<file path="src/hw/rtl/ljd_pkg.sv">
// Shared constants for the layer neuron job dispatcher.
package ljd_pkg;

  // Operation codes carried by the op field of an input item.
  localparam logic [1:0] OP_TICK  = 2'd0;
  localparam logic [1:0] OP_LOAD  = 2'd1;
  localparam logic [1:0] OP_START = 2'd2;

  // Field widths fixed by the item format.
  localparam int OP_W      = 2;
  localparam int BUSY_W    = 5;
  localparam int LIDX_W    = 3;
  localparam int SIZE_W    = 11;
  localparam int UNIT_W    = 3;
  localparam int NEURON_W  = 10;
  localparam int WEIGHT_W  = 23;
  localparam int ACT_W     = 14;
  localparam int LCOUNT_W  = 4;

  // Largest layer size kept in the size table; larger loads are clamped.
  localparam logic [SIZE_W-1:0] MAX_LAYER_SIZE = 11'd1024;

  // Highest neuron index; a layer ends there at the latest.
  localparam logic [NEURON_W-1:0] NEURON_LIMIT = '1;

  // The table never holds more than eight layers.
  localparam int TABLE_CAP = 8;

endpackage

</file>
<file path="src/hw/rtl/layer_neuron_job_dispatcher_top.sv">
// Layer neuron job dispatcher: hands neuron jobs to idle compute units.
// Latency: a job result is offered in the cycle after the tick item that causes it.
// Throughput: one input item per cycle while no results are pending; a tick yields up
// to min(NUM_UNITS, 5) results, delivered one per cycle while out_ready is high, and
// the next item is taken in the cycle the last of them is taken.
// Reset (rst, synchronous, active high) clears the run state, pending results and
// layer_count; the size table is not cleared and must be loaded before use.
module layer_neuron_job_dispatcher_top
  import ljd_pkg::*;
#(
  parameter int NUM_UNITS  = 5,
  parameter int MAX_LAYERS = 8
) (
  input  logic                 clk,
  input  logic                 rst,
  input  logic                 cfg_wr_en,
  input  logic [LCOUNT_W-1:0]  cfg_wr_data,
  input  logic                 in_valid,
  output logic                 in_ready,
  input  logic [OP_W-1:0]      op,
  input  logic [BUSY_W-1:0]    busy_mask,
  input  logic [LIDX_W-1:0]    layer_index,
  input  logic [SIZE_W-1:0]    layer_size,
  output logic                 out_valid,
  input  logic                 out_ready,
  output logic [UNIT_W-1:0]    unit,
  output logic [SIZE_W-1:0]    input_size,
  output logic [NEURON_W-1:0]  neuron_index,
  output logic [WEIGHT_W-1:0]  weight_offset,
  output logic [ACT_W-1:0]     activation_offset,
  output logic                 done_res,
  output logic                 last
);

  // Units that actually have a busy bit, and the size table geometry.
  localparam int UNITS = (NUM_UNITS < BUSY_W) ? NUM_UNITS : BUSY_W;
  localparam int SEL_W = (UNITS > 1) ? $clog2(UNITS) : 1;
  localparam int DEPTH = (MAX_LAYERS < TABLE_CAP) ? MAX_LAYERS : TABLE_CAP;
  localparam int TIDX_W = $clog2(DEPTH);
  localparam logic [LCOUNT_W-1:0] DEPTH_L = LCOUNT_W'(DEPTH);

  // Configuration and run state.
  logic [LCOUNT_W-1:0] layer_count;
  logic [SIZE_W-1:0]   size_table [DEPTH];
  logic [LIDX_W-1:0]   layer_pos;
  logic [NEURON_W-1:0] neuron_pos;
  logic [WEIGHT_W-1:0] weight_ptr;
  logic [ACT_W-1:0]    activation_ptr;
  logic                running;
  logic [SIZE_W-1:0]   cur_isz;
  logic [SIZE_W-1:0]   cur_osz;

  // Result buffer: one slot per unit, shared fields kept once per tick.
  logic [UNITS-1:0]    pending;
  logic [NEURON_W-1:0] slot_np [UNITS];
  logic [WEIGHT_W-1:0] slot_wp [UNITS];
  logic [SIZE_W-1:0]   res_isz;
  logic [ACT_W-1:0]    res_act;
  logic                res_done;

  // Tick datapath signals.
  logic                in_fire;
  logic                out_fire;
  logic [LCOUNT_W-1:0] n_eff;
  logic [UNITS-1:0]    busy;
  logic                tick_go;
  logic [UNITS-1:0]    disp_mask;
  logic [NEURON_W-1:0] slot_np_next [UNITS];
  logic [WEIGHT_W-1:0] slot_wp_next [UNITS];
  logic [NEURON_W-1:0] np_end;
  logic [WEIGHT_W-1:0] wp_end;
  logic                layer_end;
  logic                finish;
  logic [LCOUNT_W-1:0] adv_idx;
  logic [SIZE_W-1:0]   adv_osz;
  logic [SIZE_W-1:0]   load_size;
  logic                load_ok;
  logic [UNITS-1:0]    pending_rest;
  logic [SEL_W-1:0]    sel;

  assign in_fire  = in_valid && in_ready;
  assign out_fire = out_valid && out_ready;

  // Effective layer count: bounded by the table depth.
  assign n_eff = (layer_count > DEPTH_L) ? DEPTH_L : layer_count;
  assign busy  = busy_mask[UNITS-1:0];

  // A tick dispatches only while running; a layer's first neuron needs all units idle.
  assign tick_go = in_fire && (op == OP_TICK) && running && (n_eff >= LCOUNT_W'(2)) &&
                   !((neuron_pos == '0) && (busy != '0));

  // Walk the units in ascending order; the layer cannot change inside one tick,
  // so every dispatch uses the same input and output layer sizes.
  always_comb begin
    logic [NEURON_W-1:0] np_c;
    logic [WEIGHT_W-1:0] wp_c;
    logic                act_c;
    logic                end_c;
    np_c = neuron_pos;
    wp_c = weight_ptr;
    act_c = tick_go;
    end_c = 1'b0;
    disp_mask = '0;
    for (int u = 0; u < UNITS; u++) begin
      slot_np_next[u] = np_c;
      slot_wp_next[u] = wp_c;
      if (act_c && !busy[u]) begin
        disp_mask[u] = 1'b1;
        wp_c = wp_c + WEIGHT_W'(cur_isz);
        if (({1'b0, np_c} + SIZE_W'(1) >= cur_osz) || (np_c == NEURON_LIMIT)) begin
          act_c = 1'b0;
          end_c = 1'b1;
        end else begin
          np_c = np_c + NEURON_W'(1);
        end
      end
    end
    np_end = np_c;
    wp_end = wp_c;
    layer_end = end_c;
  end

  assign finish = layer_end && ((LCOUNT_W'(layer_pos) + LCOUNT_W'(2)) >= n_eff);

  // Size two table entries past the current layer (the next layer's output size), read when a layer completes.
  assign adv_idx = LCOUNT_W'(layer_pos) + LCOUNT_W'(2);
  assign adv_osz = (adv_idx < DEPTH_L) ? size_table[adv_idx[TIDX_W-1:0]] : '0;

  // Clamp a loaded size into one to the largest layer size.
  always_comb begin
    if (layer_size == '0) begin
      load_size = SIZE_W'(1);
    end else if (layer_size > MAX_LAYER_SIZE) begin
      load_size = MAX_LAYER_SIZE;
    end else begin
      load_size = layer_size;
    end
  end
  assign load_ok = in_fire && (op == OP_LOAD) && (LCOUNT_W'(layer_index) < DEPTH_L);

  // Configuration register.
  always_ff @(posedge clk) begin
    if (rst) begin
      layer_count <= '0;
    end else if (cfg_wr_en) begin
      layer_count <= cfg_wr_data;
    end
  end

  // Size table writes.
  always_ff @(posedge clk) begin
    if (load_ok) begin
      size_table[layer_index[TIDX_W-1:0]] <= load_size;
    end
  end

  // Current layer sizes: refreshed on start, on a layer change and by loads.
  always_ff @(posedge clk) begin
    if (in_fire && (op == OP_START)) begin
      cur_isz <= size_table[TIDX_W'(0)];
      cur_osz <= size_table[TIDX_W'(1)];
    end else if (load_ok) begin
      if (layer_index == layer_pos) begin
        cur_isz <= load_size;
      end
      if (LCOUNT_W'(layer_index) == LCOUNT_W'(layer_pos) + LCOUNT_W'(1)) begin
        cur_osz <= load_size;
      end
    end else if (layer_end && !finish) begin
      cur_isz <= cur_osz;
      cur_osz <= adv_osz;
    end
  end

  // Run state: positions, pointers and the running flag.
  always_ff @(posedge clk) begin
    if (rst) begin
      layer_pos      <= '0;
      neuron_pos     <= '0;
      weight_ptr     <= '0;
      activation_ptr <= '0;
      running        <= 1'b0;
    end else if (in_fire && (op == OP_START)) begin
      layer_pos      <= '0;
      neuron_pos     <= '0;
      weight_ptr     <= '0;
      activation_ptr <= '0;
      running        <= (n_eff >= LCOUNT_W'(2));
    end else if (in_fire && (op == OP_TICK) && running && (n_eff < LCOUNT_W'(2))) begin
      running <= 1'b0;
    end else if (tick_go) begin
      weight_ptr <= wp_end;
      if (layer_end) begin
        activation_ptr <= activation_ptr + ACT_W'(cur_isz);
        if (finish) begin
          running    <= 1'b0;
          neuron_pos <= np_end;
        end else begin
          layer_pos  <= layer_pos + LIDX_W'(1);
          neuron_pos <= '0;
        end
      end else begin
        neuron_pos <= np_end;
      end
    end
  end

  // Result buffer payload, captured with each tick that dispatches (tick_go).
  always_ff @(posedge clk) begin
    if (tick_go) begin
      for (int u = 0; u < UNITS; u++) begin
        slot_np[u] <= slot_np_next[u];
        slot_wp[u] <= slot_wp_next[u];
      end
      res_isz  <= cur_isz;
      res_act  <= activation_ptr;
      res_done <= finish;
    end
  end

  // Pending slots: drained lowest first, refilled by a dispatching tick.
  assign pending_rest = pending & (pending - UNITS'(1));

  always_ff @(posedge clk) begin
    if (rst) begin
      pending <= '0;
    end else if (tick_go) begin
      pending <= disp_mask;
    end else if (in_fire) begin
      pending <= '0;
    end else if (out_fire) begin
      pending <= pending_rest;
    end
  end

  // Lowest pending slot is the next item to leave.
  always_comb begin
    sel = '0;
    for (int u = UNITS - 1; u >= 0; u--) begin
      if (pending[u]) begin
        sel = SEL_W'(u);
      end
    end
  end

  // A new item is taken once the buffer is empty or its final item leaves now.
  assign in_ready = (pending == '0) || ((pending_rest == '0) && out_ready);

  assign out_valid         = (pending != '0);
  assign last              = (pending_rest == '0);
  assign unit              = UNIT_W'(sel);
  assign input_size        = res_isz;
  assign neuron_index      = slot_np[sel];
  assign weight_offset     = slot_wp[sel];
  assign activation_offset = res_act;
  assign done_res          = res_done && last;

endmodule

</file>
<file path="config.mk">
export PLATFORM = sky130hd
export DESIGN_NAME = layer_neuron_job_dispatcher_top
export DESIGN_NICKNAME = d
export VERILOG_FILES = /design/src/hw/rtl/ljd_pkg.sv /design/src/hw/rtl/layer_neuron_job_dispatcher_top.sv
export SDC_FILE = /design/constraint.sdc
export NUM_CORES = 1
export LEC_CHECK = 0
export ABC_AREA = 1
export ABC_CLOCK_PERIOD_IN_PS = 16300
export BUFFER_PORTS_ARGS = -buffer_cell sky130_fd_sc_hd__buf_2
export CORE_MARGIN = 2
export CORE_UTILIZATION = 55
export CTS_BUF_LIST = sky130_fd_sc_hd__clkbuf_4 sky130_fd_sc_hd__clkbuf_8 sky130_fd_sc_hd__clkbuf_16
export CTS_CLUSTER_SIZE = 20
export DETAILED_ROUTE_END_ITERATION = 12
export GPL_TIMING_DRIVEN = 0
export PLACE_DENSITY = 0.72
export SYNTH_ARGS = -nofsm -noshare
export SYNTH_HDL_FRONTEND = slang
export SYNTH_SLANG_ARGS = --single-unit
</file>
<file path="constraint.sdc">
create_clock -name clk -period 16.3 [get_ports clk]
set_input_delay 0.815 -clock clk [delete_from_list [all_inputs] [get_ports clk]]
set_output_delay 0.815 -clock clk [all_outputs]
set_load 0.01 [all_outputs]
</file>
# Word level (Yosys, flattened, before mapping)
# Memory sizes are Yosys's and may differ from the RTL's.
# Cells that the tools add are included.
dict set report word_totals {
  reg_bits 108
  mem_bits_rw 253
  input_bits 30
  output_inout_bits 65
  elab_cells 180
  mem_count 3
}
# memory depth width rd rd_clocked_by_memory_dff wr line
set memory_table {}
lappend memory_table {slot_wp 5 23 1 0 5 layer_neuron_job_dispatcher_top.sv:56} ;# logic [WEIGHT_W-1:0] slot_wp [UNITS];
lappend memory_table {size_table 8 11 3 0 1 layer_neuron_job_dispatcher_top.sv:44} ;# logic [SIZE_W-1:0] size_table [DEPTH];
lappend memory_table {slot_np 5 10 1 0 5 layer_neuron_job_dispatcher_top.sv:55} ;# logic [NEURON_W-1:0] slot_np [UNITS];
dict set report op_classes {
  add_sub_neg 20
  order_cmp 11
  eq_ne 11
  mux 69
  bitwise 3
  n_reduce_logical 51
}
# operator n
set op_table {}
lappend op_table {{$mux 11} 11}
lappend op_table {{$mux 10} 12}
lappend op_table {{$add 23x11->23} 5}
lappend op_table {{$mux 23} 5}
lappend op_table {{$add 10x1->11 const B} 5}
lappend op_table {{$ge 11x11->1} 5}
lappend op_table {{$add 10x1->10 const B} 5}
lappend op_table {{$eq 10x10->1 const B} 5}
lappend op_table {{$mux 1} 32}
lappend op_table {{$logic_and 1x1->1} 19}
lappend op_table {{$mux 3} 5}
lappend op_table {{$mux 5} 3}
lappend op_table {{$reduce_bool 3->1} 5}
lappend op_table {{$add 14x11->14} 1}
lappend op_table {{$gt 11x11->1 const B} 1}
lappend op_table {{$logic_not 11->1} 1}
lappend op_table {{$logic_not 10->1} 1}
lappend op_table {{$logic_not 5->1} 2}
lappend op_table {{$reduce_bool 5->1} 2}
lappend op_table {{$logic_not 1->1} 7}
lappend op_table {{$logic_or 1x1->1} 6}
lappend op_table {{$ne 3x1->1 const B} 2}
lappend op_table {{$reduce_and 2->1} 3}
lappend op_table {{$reduce_and 3->1} 2}
lappend op_table {{other kinds (19)} 20}

# Logic depth before layout (Yosys ltp)
dict set report depth {
  word_depth 38
  mapped_depth 95
  mapped_depth_nobuf 90
}

# Worst setup path after synthesis
# No wires, ideal clock.
dict set report synth_path {
  path_type {input port to flip-flop}
  start {input port op[1]}
  end {register cur_isz[0] (enable)}
  setup_time_ns 0.326
  arrival_time_ns 13.458
  required_ns 15.974
  slack_ns 2.516
  stages 61
  path_buffers 4
  path_cell_list {nor3b_1 -> nand4_4 -> buf_6 -> inv_2 -> nand2_1 -> nor2_4 -> nand3_4 -> buf_8 -> nand2_1 -> nand2_1 -> ha_1 -> or2_2 -> nand2_1 -> inv_1 -> ha_1 -> a21oi_1 -> o21ai_0 -> a21o_1 -> [25 not listed] -> inv_1 -> ha_1 -> nand3_1 -> xor2_1 -> inv_1 -> ha_1 -> nand2_1 -> inv_1 -> a221oi_1 -> o21ai_0 -> nand3_1 -> a21oi_1 -> a2111oi_0 -> nand2_2 -> nand2_2 -> nand2_4 -> nand2_1 -> a21oi_1}
}
# element line
set synth_rtl {}
lappend synth_rtl {{start, declared} layer_neuron_job_dispatcher_top.sv:20} ;# input logic [OP_W-1:0] op,
lappend synth_rtl {{end signal, assigned} layer_neuron_job_dispatcher_top.sv:160} ;# cur_isz <= size_table[TIDX_W'(0)];
lappend synth_rtl {{end signal, assigned} layer_neuron_job_dispatcher_top.sv:164} ;# cur_isz <= load_size;
lappend synth_rtl {{end signal, assigned} layer_neuron_job_dispatcher_top.sv:170} ;# cur_isz <= cur_osz;
lappend synth_rtl {{end, declared} layer_neuron_job_dispatcher_top.sv:50} ;# logic [SIZE_W-1:0] cur_isz;

==> impl_metrics.sql <==
INSERT INTO impl_metrics (metric_group, metric, value, unit) VALUES
('outcome', 'outcome', 'completed', ''),
('finish', 'final.fill_count', '3282', ''),
('timing', 'final_min_period_over_clock_period', '92.6', '%'),
('timing', 'finClkSkew', '15.8', 'ps'),
('logic_synthesis', 'synth_top_area_share', '41.5', '%'),
('clock_tree', 'cts_max_path_buffers', '3', ''),
('timing', 'hold_ws', '430', 'ps'),
('timing', 'fmaxAchievable', '66.2', 'MHz'),
('worst_setup_path', 'startpoint_type', 'flop', ''),
('logic_synthesis', 'yosysSeqAreaShare', '47.0', '%'),
('grt', 'gr-usage-all-layers', '30.1', '%'),
('timing', 'totalNegativeSetupSlack', '0', 'ps'),
('timing', 'final_max_slew_viol_count', '0', ''),
('finish', 'layout_common_cells', 'sky130_fd_sc_hd__nand2_1 (446), sky130_fd_sc_hd__nor2_1 (378), sky130_fd_sc_hd__edfxtp_1 (301)', ''),
('routing', 'avgRoutedWirePerCell', '19.4', 'um'),
('routing', 'wl', '62200', 'um'),
('clock_tree', 'clk_transition_reported_paths', '60', 'ps'),
('floorplanning', 'placement_rows', '72', ''),
('floorplanning', 'fp.dieH', '203', 'um'),
('grt', 'grt_antenna_before_repair', '3', ''),
('routing', 'drt_pass_1_iters', '5', ''),
('timing', 'final_setup_vio_count', '0', ''),
('worst_setup_path', 'max_incr_delay_on_cp', '510', 'ps'),
('clock_tree', 'cts-buffers-inserted', '40', ''),
('routing', 'vias', '18300', ''),
('worst_setup_path', 'timing.critical_path.slowest_stage_cell', 'sky130_fd_sc_hd__dfxtp_2', ''),
('timing', 'timing_hold_violations_final', '0', ''),
('timing', 'slew_headroom', '11.5', '%'),
('routing', 'drt_iter0_drc', '1527', ''),
('worst_setup_path', 'cp-end-kind', 'flop', ''),
('logic_synthesis', 'synth-warning-count', '0', ''),
('routing', 'remaining_drc_errors', '0', ''),
('worst_setup_path', 'reg2reg_from', 'neuron_pos[0]$_SDFFE_PP0P_', ''),
('clock_tree', 'cts_tree', 'built', ''),
('grt', 'global_route_wire_length_before_repair', '95700', 'um'),
('timing', 'post-route-worst-setup-slack', '1200', 'ps'),
('clock_tree', 'cell_chosen_for_the_clock_root', 'sky130_fd_sc_hd__clkbuf_16', ''),
('logic_synthesis', 'largest_area_contributor_in_the_netlist', 'sky130_fd_sc_hd__edfxtp_1', ''),
('logic_synthesis', 'ys_seq_elements', '361', ''),
('hold_path', 'hold_path.class', 'reg -> reg', ''),
('worst_setup_path', 'worst-r2r-cell-count', '88', ''),
('finish', 'layout_commonest_cell', 'sky130_fd_sc_hd__nand2_1', ''),
('logic_synthesis', 'post_synth_instance_area', '21800', 'sq um'),
('worst_setup_path', 'timing.setup.critical_path_class', 'reg -> reg', ''),
('logic_synthesis', 'netlist-cell-type-count', '57', ''),
('logic_synthesis', 'synth_edf_count', '301', ''),
('clock_tree', 'post_cts.repair.setup_buffers', '0', ''),
('worst_setup_path', 'timing.critical_path.arrival', '15360', 'ps'),
('placement', 'post_dp_cell_area', '23000', 'sq um'),
('clock_tree', 'htree_num_levels', '2', ''),
('placement', 'dp_slack', '379', 'ps'),
('grt', 'total_congestion_overflow', '0', ''),
('routing', 'drt-vias-per-instance', '5.73', ''),
('floorplanning', 'area_of_the_core_region', '38800', 'sq um'),
('worst_setup_path', 'crit_fanout', '11', ''),
('logic_synthesis', 'most_used_flip_flop_cell_after_synthesis', 'sky130_fd_sc_hd__edfxtp_1', ''),
('floorplanning', 'die_width', '203', 'um'),
('finish', 'drive_above_1_share', '10.2', '%'),
('placement', 'buffer_ports.inserted', '93', ''),
('clock_tree', 'clock_sinks', '361', ''),
('hold_path', 'hold_worst_path_end', 'slot_wp[0][21]$_DFFE_PP_', ''),
('timing', 'timing.final.crit_period', '15100', 'ps'),
('placement', 'dpl_hpwl', '47000', 'um'),
('floorplanning', 'io-pin-count', '95', ''),
('floorplanning', 'floorplan.initialDensity', '56.1', '%'),
('worst_setup_path', 'critPathLaunch', 'neuron_pos[0]$_SDFFE_PP0P_', ''),
('power', 'vdd_ir_drop_max', '0.0903', 'mV'),
('worst_setup_path', 'worstReg2RegEnd', 'cur_isz[1]$_DFFE_PP_', ''),
('grt', 'grt_start_max_net_pins', '141', ''),
('clock_tree', 'clk_latency', '560', 'ps'),
('worst_setup_path', 'cp.required', '16560', 'ps');
-- layout make-up --
cell class              count  area [sq um]  area share [%]
well taps                 518           648            2.66
flip-flops and latches    361         10200            42.1
clock buffers              63          1230            5.04
diodes                      1          2.50          0.0103
repair buffers             95           498            2.04
plain buffers              72           339            1.39
clock inverters            11           118           0.483
inverters                 273          1030            4.24
multi-input cells        1808         10200            42.1
-- metrics by stage --
stage,cells,utilization [%]
floorplan,2514,-
global route,3202,62.7
global placement,3125,59.0
detailed placement,3127,59.1
CTS,3201,62.6
finish,3202,62.7
-- report_power, final --
group	switching, mW	leakage (nW)	internal (mW)
clock network	0.368	0.684	0.552
registers	0.0115	3.33	1.00
logic	0.150	6.38	0.0665
total	0.530	10.4	1.62
-- flip-flops by register name (all words and copies together), names as in the netlist, 10 cells and up --
signal and cells:
weight_ptr 23, slot_np 50, cur_osz 11, activation_ptr 14, slot_wp 115, cur_isz 11, size_table 88, neuron_pos 10
activation_offset 14, input_size 11
-- metal layers --
layer  GRT usage (%)  up-vias  part of all wire [%]
met2            50.6      681                    47
li1                -     8840                     -
met5               0        -                     0
met4            13.2        0                   4.4
met3            4.37      157                   6.8
met1            38.9     8662                    42
-- worst max-delay path by stage --
stage	cells after the start	to	slack, ps
2_1_floorplan	61	cur_isz[0]$_DFFE_PP_	2520
5_1_grt	86	cur_isz[1]$_DFFE_PP_	10
3_3_place_gp	66	cur_osz[0]$_DFFE_PP_	-750
6_report	88	cur_isz[1]$_DFFE_PP_	1200
3_5_place_dp	88	cur_osz[2]$_DFFE_PP_	380
4_1_cts	88	cur_osz[7]$_DFFE_PP_	350
-- synthesized netlist by cell type, types with 5 or more instances --
master and number:
sky130_fd_sc_hd__nand2_1 446, sky130_fd_sc_hd__nor2_1 378, sky130_fd_sc_hd__edfxtp_1 301, sky130_fd_sc_hd__inv_1 256, sky130_fd_sc_hd__o21ai_0 208, sky130_fd_sc_hd__ha_1 133
sky130_fd_sc_hd__a21oi_1 131, sky130_fd_sc_hd__nand3_1 107, sky130_fd_sc_hd__xor2_1 100, sky130_fd_sc_hd__dfxtp_1 60, sky130_fd_sc_hd__clkbuf_1 55, sky130_fd_sc_hd__a31oi_1 38
sky130_fd_sc_hd__nand4_1 38, sky130_fd_sc_hd__nor3_1 25, sky130_fd_sc_hd__xnor2_1 24, sky130_fd_sc_hd__nand2_2 22, sky130_fd_sc_hd__o211ai_1 19, sky130_fd_sc_hd__inv_2 15
sky130_fd_sc_hd__o21ai_1 15, sky130_fd_sc_hd__nor2_2 12, sky130_fd_sc_hd__o22ai_1 11, sky130_fd_sc_hd__o21ai_2 10, sky130_fd_sc_hd__o21bai_1 9, sky130_fd_sc_hd__buf_1 6
sky130_fd_sc_hd__fa_1 6, sky130_fd_sc_hd__nand3_4 6, sky130_fd_sc_hd__or2_2 6, sky130_fd_sc_hd__a21o_1 5, sky130_fd_sc_hd__a221oi_1 5, sky130_fd_sc_hd__mux2i_1 5
-- timing repair --
| item | CTS | global route |
|---|---|---|
| gates resized for setup | 0 | 8 |
| hold buffers | 0 | 0 |
| setup endpoints to repair | 0 | 51 |
-- cell families (layout without fill, tap and decap cells) --
group | Yosys count | after routing | synth area share [%]
and+or+nand+nor | 1063 | 1063 | 20.9
AOI/OAI and AO/OA | 477 | 477 | 12.4
DFF | 361 | 361 | 47.0
buffers and inverters | 345 | 514 | 6.26
adders and majority gates | 139 | 139 | 8.19
xor gates and xnor gates | 124 | 124 | 4.99
muxes | 5 | 5 | 0.230
other | 0 | 1 | 0
-- worst max-delay path: cells and delay by family, from the launching register on --
family / cells / cell delay (ps)
and+or+nand+nor: 41 / 5010
buffers and inverters: 13 / 1840
DFF: 1 / 510
AOI/OAI and AO/OA: 22 / 4280
xor gates and xnor gates: 2 / 430
adders and majority gates: 10 / 2730
Power figures use the tool's default switching activity.
